$ cat src/rtl/core/tov_pkg.sv
// ----------------------------------------------------------------------------
// tov_pkg
// shared constants and types of the triangle overlap pipeline
// ----------------------------------------------------------------------------
package tov_pkg;

   localparam int COORD_WIDTH_DEF = 16;
   localparam int TOL_WIDTH       = 35;
   localparam int CSR_IDX_WIDTH   = 1;
   localparam int EDGE_COUNT      = 18;

   localparam logic [CSR_IDX_WIDTH-1:0] CSR_TOLERANCE = 1'd0;
   localparam logic [CSR_IDX_WIDTH-1:0] CSR_TOUCH     = 1'd1;

   localparam logic [1:0] WIND_NONE = 2'd0;
   localparam logic [1:0] WIND_A    = 2'd1;
   localparam logic [1:0] WIND_B    = 2'd2;

   // per-stage load enables
   typedef struct packed {
      logic s1;
      logic s2;
      logic s3;
      logic s4;
      logic s5;
   } tov_adv_type;

endpackage

$ cat src/rtl/core/tov_det.sv
// ----------------------------------------------------------------------------
// tov_det
// three-stage determinant (q-p) x (r-p): differences, products, subtract
// ----------------------------------------------------------------------------
module tov_det #(
   parameter int COORD_WIDTH = tov_pkg::COORD_WIDTH_DEF
) (
   input  logic                           clock,
   input  tov_pkg::tov_adv_type           adv,
   input  logic signed [COORD_WIDTH-1:0]  p_x,
   input  logic signed [COORD_WIDTH-1:0]  p_y,
   input  logic signed [COORD_WIDTH-1:0]  q_x,
   input  logic signed [COORD_WIDTH-1:0]  q_y,
   input  logic signed [COORD_WIDTH-1:0]  r_x,
   input  logic signed [COORD_WIDTH-1:0]  r_y,
   output logic signed [2*COORD_WIDTH+2:0] det
);
   import tov_pkg::*;

   localparam int DIF_W = COORD_WIDTH + 1;
   localparam int PRD_W = 2 * DIF_W;
   localparam int DET_W = PRD_W + 1;

   logic signed [DIF_W-1:0] dqx_ff, dqy_ff, drx_ff, dry_ff;
   logic signed [PRD_W-1:0] prd1_ff, prd2_ff;
   logic signed [DET_W-1:0] det_ff;

   always_ff @(posedge clock) begin
      if (adv.s1) begin
         dqx_ff <= DIF_W'(q_x) - DIF_W'(p_x);
         dqy_ff <= DIF_W'(q_y) - DIF_W'(p_y);
         drx_ff <= DIF_W'(r_x) - DIF_W'(p_x);
         dry_ff <= DIF_W'(r_y) - DIF_W'(p_y);
      end
      if (adv.s2) begin
         prd1_ff <= PRD_W'(dqx_ff) * PRD_W'(dry_ff);
         prd2_ff <= PRD_W'(drx_ff) * PRD_W'(dqy_ff);
      end
      if (adv.s3) begin
         det_ff <= DET_W'(prd1_ff) - DET_W'(prd2_ff);
      end
   end

   assign det = det_ff;

endmodule

$ cat config.mk
export PLATFORM = sky130hd
export DESIGN_NAME = tov_det
export DESIGN_NICKNAME = d
export VERILOG_FILES = /design/src/rtl/core/tov_pkg.sv /design/src/rtl/core/tov_det.sv
export SDC_FILE = /design/constraint.sdc
export NUM_CORES = 2
export LEC_CHECK = 0
export BUFFER_PORTS_ARGS = -buffer_cell sky130_fd_sc_hd__buf_2
export CORE_MARGIN = 2
export CORE_UTILIZATION = 45
export DETAILED_ROUTE_END_ITERATION = 8
export PLACE_DENSITY_LB_ADDON = 0.05
export SKIP_LAST_GASP = 1
export SYNTH_ARGS = -nofsm -noshare
export SYNTH_HDL_FRONTEND = slang
export SYNTH_SLANG_ARGS = --single-unit
$ cat constraint.sdc
create_clock -name clock -period 6.6 [get_ports clock]
set_input_delay 0.66 -clock clock [delete_from_list [all_inputs] [get_ports clock]]
set_output_delay 0.66 -clock clock [all_outputs]
set_load 0.05 [all_outputs]
==> flow_metrics.env <==
export IMPL_status="complete, no violations"
export IMPL_cts_root_buf="clkbuf_16"
export IMPL_synth_cell_type_count=71
export IMPL_syn_inst=3227
export IMPL_drc=0
export IMPL_cts_hold_buf=0
export IMPL_routed_wl_mm=80.32
export IMPL_core_um2=68950
export IMPL_period_share_pct=96.96
export IMPL_grt_pass1_wl_mm=130.1
export IMPL_clock_latency_ps=460
export IMPL_cp_data_required_time_ps=6800
export IMPL_hpwl_mm=67.25
export IMPL_ant_nets=0
export IMPL_async_flop_share_pct=0
export IMPL_clkSlewWorstSetupHoldPaths_ps=80
export IMPL_ys_warn_count=0
export IMPL_fmax_mhz=156.3
export IMPL_wl_per_cell_um=18.32
export IMPL_initial_core_util_pct=45.66
export IMPL_grt_pass1_vias=24162
export IMPL_n_antenna_cell=0
export IMPL_cts_num_sinks=171
export IMPL_port_buffers=134
export IMPL_synth_seq_area_share_pct=16.31
export IMPL_rows=96
export IMPL_grt_use_total_pct=23.58
export IMPL_place_inst=4328
export IMPL_fin_nets=4407
export IMPL_cp_start_kind="flip-flop"
export IMPL_gp_congestion=0.9102
export IMPL_die_area_um2=72080
export IMPL_area_growth_synth_to_final_pct=10.81
export IMPL_hold_slack_ps=623.7
export IMPL_numCtsBuffers=17
export IMPL_synth_edf_count=171
export IMPL_antenna_found_initial=9
export IMPL_setup_viol=0
export IMPL_final_cell_count_no_fill=4384
export IMPL_cts_tree="done"
export IMPL_synth_nets=4194
export IMPL_drt_iter0_drc=1371
export IMPL_finClkSkew_ps=16.18
export IMPL_synth_seq_cells=171
export IMPL_critical_path_max_fanout=13
export IMPL_endpoint_kind="flip-flop"
export IMPL_grt_overflow=0
export IMPL_timing_final_crit_period_ps=6399
export IMPL_dr_pass1_iters=5
export IMPL_drive_gt1_share_pct=9.731
export IMPL_vias=22668
export IMPL_die_w_um=268.5
export IMPL_hold_viol_final=0
export IMPL_htree_num_levels=4
export IMPL_postSynthAreaPerCell_um2=9.755
export IMPL_relSlewSlack_pct=24.84
export IMPL_fillers=6600
export IMPL_min_delay_path_class="input pin to flip-flop"
export IMPL_die_y_um=268.5
export IMPL_grt_max_degree=69
export IMPL_tightest_slew_ps=1127
export IMPL_crit_arrival_ps=6600
export IMPL_final_max_slew_viol_count=0
export IMPL_synthFlopType="edfxtp_1"
export IMPL_critical_path_class="flip-flop to flip-flop"
export IMPL_clockBufferDepth=2
export IMPL_cap_violations=0
export IMPL_ioPinCount=137
export IMPL_syn_area_um2=31480
export IMPL_vias_per_cell=5.171
## path summary, 6_finish.rpt
kind	cells past startpoint	end	slack, ps	start
hold / removal	3	dry_ff[0]	620	p_y[0]
setup reg to reg	20	prd2_ff[33]	200	drx_ff[4]
setup / recovery	20	prd2_ff[33]	200	drx_ff[4]
hold reg to reg	2	det[0]	720	prd2_ff[0]
## metrics by stage
stage / utilization (%) / setup slack (ps) / setup TNS, ps / cell area (um2)
4_1_cts: 50.22 / 17.71 / 0 / 34620
3_5_place_dp: 49.35 / 13.53 / 0 / 34030
3_3_place_gp: 49.35 / 64.19 / 0 / 34030
5_1_grt: 50.59 / -0.7243 / -0.7243 / 34880
2_1_floorplan: - / 420.8 / 0 / 31480
6_report: 50.59 / 200.9 / 0 / 34880
## synthesized netlist by cell type, types with 27 or more instances
| master | count | area share (%) |
|---|---|---|
| a21o_1 | 38 | 0.91 |
| a21oi_1 | 88 | 1.4 |
| and2_1 | 297 | 5.9 |
| clkbuf_1 | 81 | 0.97 |
| edfxtp_1 | 171 | 16 |
| fa_1 | 597 | 38 |
| ha_1 | 268 | 11 |
| inv_1 | 703 | 8.4 |
| nand2_1 | 323 | 3.9 |
| nand2b_1 | 27 | 0.54 |
| nand3_1 | 40 | 0.64 |
| nor2_1 | 122 | 1.5 |
| nor3_1 | 45 | 0.72 |
| o21ai_0 | 69 | 1.1 |
| xnor2_1 | 101 | 2.8 |
## area by class of cell
type	instances	area, um2	area share [%]
clock inverters	15	148.9	0.4269
repair buffers	276	1952	5.596
flip-flops and latches	171	5135	14.72
inverters	703	2639	7.565
well taps	931	1165	3.340
clock buffers	17	425.4	1.220
multi-input cells	2271	23420	67.13
## critical path: stages, from the launching register on
cell and delay, ps:
edfxtp_1 660, and2_1 290, fa_1 470, inv_1 50
fa_1 400, fa_1 530, fa_1 550, inv_1 60
fa_1 480, inv_1 50, fa_1 470, inv_1 40
ha_1 350, nand2_1 70, or3b_2 490, a22oi_2 310
a211o_1 280, a311oi_2 150, o21ai_1 190, a21oi_1 100
xnor2_1 140
## sequential cells by signal (all words and copies together), names as in the netlist
register	flops
dqy_ff	17
dry_ff	17
det	35
prd1_ff	34
dqx_ff	17
prd2_ff	34
drx_ff	17
## per-layer routing
metal  wire (um)  up-vias  share of wire, %  GRT usage, %
met4        1246        4               1.6         4.009
li1            -    10465                 -             -
met1       35840    11608                45         32.87
met3        4159       60               5.2         3.059
met2       39040      531                49         40.01
met5          23        -             0.029             0
## cell families (layout without fill, tap and decap cells)
family / count (synthesis) / count (layout) / synth area share, %
xor+xnor: 127 / 127 / 3.534
flops: 171 / 171 / 16.31
simple gates: 943 / 943 / 14.99
fa+ha+maj: 865 / 865 / 48.62
buf+inv: 785 / 1011 / 9.384
compound gates: 336 / 336 / 7.159
## cell usage in the layout, fill, tap and decap left out, drive strengths merged, types with 27 or more instances in the layout
master	count
a21o	39
a21oi	89
and2	297
buf	276
edfxtp	171
fa	597
ha	268
inv	713
nand2	323
nand2b	27
nand3	40
nor2	122
nor3	45
o21ai	73
xnor2	101
## repair_timing
item,CTS,global route
pin swaps,0,6
buffers inserted,3,21
setup endpoints to repair,1,13
gates resized for setup,0,8
Power is not shown: default switching activity piles up to over one toggle a cycle in this logic, so the estimate is an artifact.
