==> src/rtl/core/tov_pkg.sv <==
// ----------------------------------------------------------------------------
// tov_pkg
// shared constants and types of the triangle overlap pipeline
// ----------------------------------------------------------------------------
package tov_pkg;

   localparam int COORD_WIDTH_DEF = 16;
   localparam int TOL_WIDTH       = 35;
   localparam int CSR_IDX_WIDTH   = 1;
   localparam int EDGE_COUNT      = 18;

   localparam logic [CSR_IDX_WIDTH-1:0] CSR_TOLERANCE = 1'd0;
   localparam logic [CSR_IDX_WIDTH-1:0] CSR_TOUCH     = 1'd1;

   localparam logic [1:0] WIND_NONE = 2'd0;
   localparam logic [1:0] WIND_A    = 2'd1;
   localparam logic [1:0] WIND_B    = 2'd2;

   // per-stage load enables
   typedef struct packed {
      logic s1;
      logic s2;
      logic s3;
      logic s4;
      logic s5;
   } tov_adv_type;

endpackage

==> src/rtl/core/tov_decide.sv <==
// ----------------------------------------------------------------------------
// tov_decide
// edge-side compares against tolerance, then separation and winding result
// ----------------------------------------------------------------------------
module tov_decide #(
   parameter int DET_W = 2 * tov_pkg::COORD_WIDTH_DEF + 3
) (
   input  logic                                 clock,
   input  tov_pkg::tov_adv_type                 adv,
   input  logic signed [tov_pkg::TOL_WIDTH-1:0] tolerance,
   input  logic                                 touch_counts,
   input  logic signed [DET_W-1:0]              area_a,
   input  logic signed [DET_W-1:0]              area_b,
   input  logic signed [DET_W-1:0]              edge_det [tov_pkg::EDGE_COUNT],
   output logic                                 overlap,
   output logic [1:0]                           winding_error
);
   import tov_pkg::*;

   localparam int CMP_W = (DET_W > TOL_WIDTH) ? DET_W : TOL_WIDTH;

   logic [EDGE_COUNT-1:0] out_ff, out_in;
   logic                  neg_a_ff, neg_b_ff;
   logic                  overlap_ff, overlap_in;
   logic [1:0]            wind_ff, wind_in;
   logic                  sep;

   function automatic logic is_outside(input logic signed [DET_W-1:0] d,
                                       input logic signed [TOL_WIDTH-1:0] t,
                                       input logic touch);
      logic signed [CMP_W-1:0] de;
      logic signed [CMP_W-1:0] te;
      de = CMP_W'(d);
      te = CMP_W'(t);
      return touch ? (de < te) : !(te < de);
   endfunction

   always_comb begin
      for (int k = 0; k < EDGE_COUNT; k++) begin
         out_in[k] = is_outside(edge_det[k], tolerance, touch_counts);
      end
   end

   always_comb begin
      sep = 1'b0;
      for (int e = 0; e < EDGE_COUNT / 3; e++) begin
         sep = sep | (&out_ff[e*3 +: 3]);
      end
      if (neg_a_ff) begin
         wind_in = WIND_A;
      end else if (neg_b_ff) begin
         wind_in = WIND_B;
      end else begin
         wind_in = WIND_NONE;
      end
      overlap_in = !sep && !neg_a_ff && !neg_b_ff;
   end

   always_ff @(posedge clock) begin
      if (adv.s4) begin
         out_ff   <= out_in;
         neg_a_ff <= area_a[DET_W-1];
         neg_b_ff <= area_b[DET_W-1];
      end
      if (adv.s5) begin
         overlap_ff <= overlap_in;
         wind_ff    <= wind_in;
      end
   end

   assign overlap       = overlap_ff;
   assign winding_error = wind_ff;

endmodule

==> config.mk <==
export PLATFORM = sky130hd
export DESIGN_NAME = tov_decide
export DESIGN_NICKNAME = d
export VERILOG_FILES = /design/src/rtl/core/tov_pkg.sv /design/src/rtl/core/tov_decide.sv
export SDC_FILE = /design/constraint.sdc
export NUM_CORES = 1
export LEC_CHECK = 0
export ABC_AREA = 1
export ABC_CLOCK_PERIOD_IN_PS = 1500
export BUFFER_PORTS_ARGS = -buffer_cell sky130_fd_sc_hd__buf_4
export CAP_MARGIN = 30
export CORE_UTILIZATION = 23
export CTS_CLUSTER_DIAMETER = 30
export DETAILED_ROUTE_END_ITERATION = 10
export HOLD_SLACK_MARGIN = 0.12
export PLACE_DENSITY = 0.47
export SLEW_MARGIN = 20
export SYNTH_ARGS = -nofsm -noshare
export SYNTH_HDL_FRONTEND = slang
export SYNTH_SLANG_ARGS = --single-unit
==> constraint.sdc <==
create_clock -name clock -period 1.5 [get_ports clock]
set_clock_uncertainty 0.1 [all_clocks]
set_input_delay 0.075 -clock clock [delete_from_list [all_inputs] [get_ports clock]]
set_output_delay 0.075 -clock clock [all_outputs]
set_load 0.005 [all_outputs]
==> metrics, run 1 <==
result of the run finished with violations; failing checks setup timing; Fillers between 8000 and 9000; number of global-route vias before repair between 20000 and 25000; leakage power total roughly 18 nW; GRT Total Usage 0.254; cell types with the highest counts after synthesis inv_1 (831), nand2_1 (828), ha_1 (630), nor2_1 (296), a21oi_1 (237); achievable frequency 619 MHz; clk buf depth 2; post-synth net total about 4500; worst path required time 1.47 ns; final setup fails 13; share of synthesized registers carrying an async set or reset 0; most repeated cell in the gate-level netlist after synthesis inv_1; largest cells by area after synthesis ha_1 (42%), inv_1 (17%), nand2_1 (17%), a21oi_1 (6.4%), nor2_1 (6.0%); standard cell core area 80400 µm²; worst path setup slack after routing -0.115 ns; final routed DRC violation total 0; Antenna Nets Post-Route 0; slowest CP cell ha_1; Hold WC Path Type in2reg; count of clock tree sinks 23; router iterations before antenna repair 8; Worst Setup Start Kind primary input; Synth Cell Area 18700 µm²; synthesized flop and latch total 23; net switching power 5.52 mW; warning count from the yosys run 0; part of the power in registers 0.079; Final period util 1.08; antenna violations before repair 15; power per standard cell area about 350 nW/µm²; global-route wire length before repair 149000 µm; largest area contributor in the synthesized netlist ha_1; Avg Inst Size Synth ~6.0 µm²; largest fanout on the critical path 7; number of hold-slack violations in the final timing report 0; share of the core filled with cells in the final layout 0.410; Hold Slack 0.176 ns; final setup TNS -0.581 ns; Detailed Route Iter0 Violations 1070; horizontal extent of the die roughly 290 µm; worst setup path category in2reg; internal power contribution 5.89 mW; final period demand of the worst path between 1.5 and 2 ns; proportion of netlist area held by the largest area contributor 0.422; Slew Viols, Final 0; Clock Latency Late Sink roughly 0.30 ns; max-cap viol count 0; worst slack, placed -0.691 ns; cell-by-cell listing of the critical path buf_6, buf_12, ha_1, nand2_2, nor2_2, buf_4, nand2_4, a21oi_2, nand2_1, nor2_2, nor2_4, a21oi_2, nor2_1; site row count 104; sequential area share after synthesis 0.0370; number of enable flip-flop cells after synthesis 23; clock slew at the register clock pins of the worst setup and hold paths 0.11 ns; final weighted congestion of routability-driven global placement 0.909; overflow left after global routing 0; Cell Area, Placed 27600 µm²; number of nets in the layout 5480; Via Count 23200; worst relative slew slack 0.647; Slew @ Worst Pin 0.529 ns; most used flip-flop cell after synthesis edfxtp_1; per-cell routed wire length roughly 21 µm; Detail Placement HPWL between 90000 and 100000 µm; part of the power in combinational logic 0.851; Final Routed Wirelength 111000 µm; number of top-level pins roughly 750; Power Total 11.4 mW; Max IR drop VDD 0.416 mV; Distinct cells, synth 26; Die Footprint 82300 µm²; share of total power in the clock network 0.070; clock tree from TritonCTS built; count of buffers inserted at the top-level ports 673; die outline height ~290 µm; number of CTS-inserted buffers 3; layout cells sized above 1 0.383; Vias per Instance 4.48; depth of the CTS H-tree 1; category of the worst setup path capture point register; initial core utilization 0.232; RSZ-0062 raised after global routing yes; clock root cell clkbuf_16; pin count of the biggest net entering global routing 21; largest stage delay on the critical path 0.29 ns; Placed Cells 5107; worst path arrival time 1.58 ns; P&R area growth vs syn 76.7%; Post-Synthesis Cells 3114; switching part of the total 0.484; post-route cell area approximately 33000 µm²; Post-Layout Cell Count roughly 5200
==> worst max-delay path, delay by kind of cell <==
family / cells / cell delay, ns
buf+inv: 3 / 0.45
compound gates: 2 / 0.21
fa+ha+maj: 1 / 0.29
simple gates: 7 / 0.54
==> final cells by class <==
type                       count  area [µm²]  share of cell area
antenna                        6        15.0            0.000455
tap                         1060        1330              0.0402
timing repair buffer         991        9070               0.275
clock inverter                 1        5.00            0.000152
inverter                     837        3160              0.0957
multi-input combinational   2252       18600               0.565
sequential                    23         691              0.0209
clock buffer                   3        75.1             0.00228
==> path summary, 6_finish.rpt <==
check / from / end / slack (ns) / cells past startpoint
min reg2reg: neg_a_ff / winding_error[0] / 0.43 / 0
min: adv[1] / out_ff[8] / 0.18 / 1
max: tolerance[9] / out_ff[3] / -0.11 / 13
max reg2reg: out_ff[8] / overlap / 0.04 / 6
==> layout by cell type (no fill, tap or decap), types with 4 or more instances in the layout <==
cell,netlist,routed
clkbuf_16,0,5
buf_12,0,68
ha_4,0,184
inv_1,831,819
edfxtp_1,23,23
diode_2,0,6
buf_8,0,12
nor2_1,296,172
nand3_2,0,13
nand3_4,0,6
buf_16,0,22
o21ai_1,2,8
nor2_4,0,44
nor4_1,26,14
nor3_1,19,16
nand2_2,2,136
o21ai_0,40,31
buf_4,1,846
nand2_4,0,26
ha_1,630,444
a21oi_1,237,202
clkinvlp_4,0,4
nor4_2,0,9
nor2_2,13,93
a21oi_2,0,34
nand3_1,71,52
inv_2,6,14
a21o_1,31,31
buf_6,0,35
o21a_1,4,4
nand2_1,828,668
nand4_1,38,38
==> logic make-up (layout without fill, tap and decap cells) <==
kind of cell,Yosys count,in the layout,share of synthesized area
compound gates,321,321,0.0917
fa+ha+maj,630,630,0.422
buf+inv,839,1832,0.169
flops,23,23,0.0370
other cells,0,6,0
simple gates,1301,1301,0.280
==> metal layers <==
layer,part of all wire,wire [µm],up-vias,track usage
li1,-,-,11800,-
met1,0.42,46600,10600,0.312
met2,0.49,54600,696,0.467
met3,0.060,6670,105,0.0390
met4,0.028,3080,14,0.0463
met5,0.00083,92,-,0
==> power by group through the flow <==
stage               logic, mW  registers, mW  clock network, mW
finish                   9.71          0.904              0.802
global route             10.7          0.914              0.854
CTS                      8.64          0.912              0.869
detailed placement       7.71          0.911                  0
global placement         7.66          0.917                  0
floorplan                3.41          0.846                  0
==> repair_timing <==
item	4_1_cts	5_1_grt
hold buffers	3	0
pin swaps	142	216
setup buffers	13	28
gates resized for setup	379	446
hold endpoints to repair	5	0
endpoints found under the setup margin	19	19
cloned	13	2
==> state kept, by name, summed over array words and instances (netlist names) <==
signal / count
neg_b_ff: 1
winding_error: 2
neg_a_ff: 1
out_ff: 18
overlap: 1
Power figures use the tool's default switching activity.
==> inputs of run 2 (changes only) <==
SKIP_CTS_REPAIR_TIMING = 1   (was unset)
==> run 2 against run 1 <==
Compared with the run above:
- the flow still finishes with violations (setup timing)
- non-clock buffer count fell by 10
- sequential power barely moved
- fmax rose by 1.8%
- cell count fell by 0.15%
- sequential share of layout area barely moved
- register-to-register slack improved by 0.06 ns
- critical path depth did not move
- design area fell by 0.63%
- flip-flop and latch count did not move
==> metrics, run 2 (synthesis gave the netlist of run 1 again) <==
Die Footprint 82300 µm²; Fillers 8549; standard cell core area 80400 µm²; final routed DRC violation total 0; GRT Total Usage 0.241; Detail Placement HPWL roughly 91000 µm; part of the power in combinational logic 0.849; Worst Setup Start Kind primary input; leading cell types in the layout, fill and taps excluded buf_4 (834), inv_1 (819), nand2_1 (678), ha_1 (445), a21oi_1 (203); final period demand of the worst path about 1.6 ns; Worst Setup EP out_ff[3]; largest fanout on the critical path 5; failing checks setup timing; share of total power in the clock network 0.070; count of clock tree sinks 23; overflow left after global routing 0; number of CTS-inserted buffers 3; Worst Setup SP tolerance[22]; result of the run finished with violations; Via Count 23200; endpoint of the worst-slack reg-to-reg timing path overlap; Antenna Nets Post-Route 0; worst setup path category in2reg; die outline height ~290 µm; P&R area growth vs syn 75.6%; net switching power 5.46 mW; pin count of the biggest net entering global routing 21; clock tree from TritonCTS built; site row count 104; power per standard cell area about 340 nW/µm²; max reg flops 18; worst path required time 1.46 ns; worst path setup slack after routing -0.0864 ns; setup slack on the worst flop-to-flop path 0.10 ns; achievable frequency 630 MHz; category of the worst setup path capture point register; clk buf depth 2; antenna violations before repair 14; Reg-to-Reg Start out_ff[0]; router iterations before antenna repair 5; share of the core filled with cells in the final layout 0.407; number of global-route vias before repair 22100; worst path arrival time 1.55 ns; Hold WC Path Type in2reg; count of cells along the worst register-to-register path 5; Largest Register out_ff; final weighted congestion of routability-driven global placement around 0.91; Final Routed Wirelength 111000 µm; internal power contribution 5.81 mW; number of hold-slack violations in the final timing report 0; cell depth of the worst min-delay path 1; global-route wire length before repair 142000 µm; switching part of the total 0.484; part of the power in registers 0.080; Max IR drop VDD 0.409 mV; layout cells sized above 1 0.378; horizontal extent of the die 287 µm; Final period util 1.06; clock slew at the register clock pins of the worst setup and hold paths 0.11 ns; Vias per Instance 4.48; final setup TNS -0.688 ns; most common cell after layout, fill and taps aside buf_4; depth of the CTS H-tree 1; Clock Latency Late Sink roughly 0.3 ns; max-cap viol count 0; clock root cell clkbuf_16; initial core utilization 0.232; leakage power total between 15 and 20 nW; final setup fails 17; Slew Viols, Final 0; Slew @ Worst Pin around 0.55 ns; per-cell routed wire length 21.5 µm; count of buffers inserted at the top-level ports 673; RSZ-0062 raised after global routing yes; number of top-level pins about 750; worst relative slew slack 0.636; number of nets in the layout 5470; Detailed Route Iter0 Violations around 1000
## run 2: power by group through the flow
stage / logic (mW) / clock network [mW] / registers [mW]
after floorplan: 3.41 / 0 / 0.846
after global placement: 7.66 / 0 / 0.917
after global routing: 10.6 / 0.854 / 0.914
after detailed placement: 7.71 / 0 / 0.911
after CTS: 7.74 / 0.869 / 0.899
final: 9.58 / 0.792 / 0.906
## run 2: layout make-up
class | instances | area, µm² | share of cell area
well taps | 1060 | 1330 | 0.0405
flip-flops and latches | 23 | 691 | 0.0211
multi-input cells | 2252 | 18500 | 0.566
repair buffers | 981 | 8940 | 0.273
diodes | 8 | 20.0 | 0.000611
clock buffers | 3 | 75.1 | 0.00229
inverters | 837 | 3160 | 0.0965
clock inverters | 1 | 5.00 | 0.000153
## run 2: worst min-delay path by stage
stage	start	end	slack, ns
6_report	adv[1]	out_ff[8]	0.18
5_1_grt	adv[1]	out_ff[8]	0.17
4_1_cts	area_b[34]	neg_b_ff	-0.17
3_5_place_dp	area_b[34]	neg_b_ff	0.16
3_3_place_gp	area_b[34]	neg_b_ff	0.16
2_1_floorplan	area_a[34]	neg_a_ff	0.07
## run 2: per-stage QoR
| stage | hold WS, ns | worst slack, ns | cell area, µm² | power [mW] | std cells |
|---|---|---|---|---|---|
| after global routing | 0.172 | -0.165 | 32800 | 12.4 | 5160 |
| after floorplan | 0.0739 | -0.0447 | 18700 | 4.26 | 3114 |
| after CTS | -0.174 | -0.347 | 27700 | 9.51 | 5111 |
| after global placement | 0.158 | -0.687 | 27600 | 8.58 | 5107 |
| final | 0.183 | -0.0864 | 32800 | 11.3 | 5165 |
| after detailed placement | 0.159 | -0.691 | 27600 | 8.62 | 5107 |
## run 2: routing by layer
metal	vias to the layer above	share of wire	wire length (µm)	global-route usage
li1	11800	-	-	-
met1	10600	0.42	46600	0.291
met2	679	0.49	54300	0.448
met3	126	0.059	6540	0.0366
met4	14	0.033	3650	0.0410
met5	-	0.00076	85	0
## run 2: critical path, stage by stage
cell and delay, ns:
buf_8 0.11, buf_12 0.15, buf_8 0.13, ha_4 0.28, nand2_4 0.05, inv_4 0.05, nand2_2 0.06, nor3_4 0.20
nand3_4 0.11, nor2_4 0.13, nor2_4 0.05, a21oi_2 0.10, nor2_1 0.05
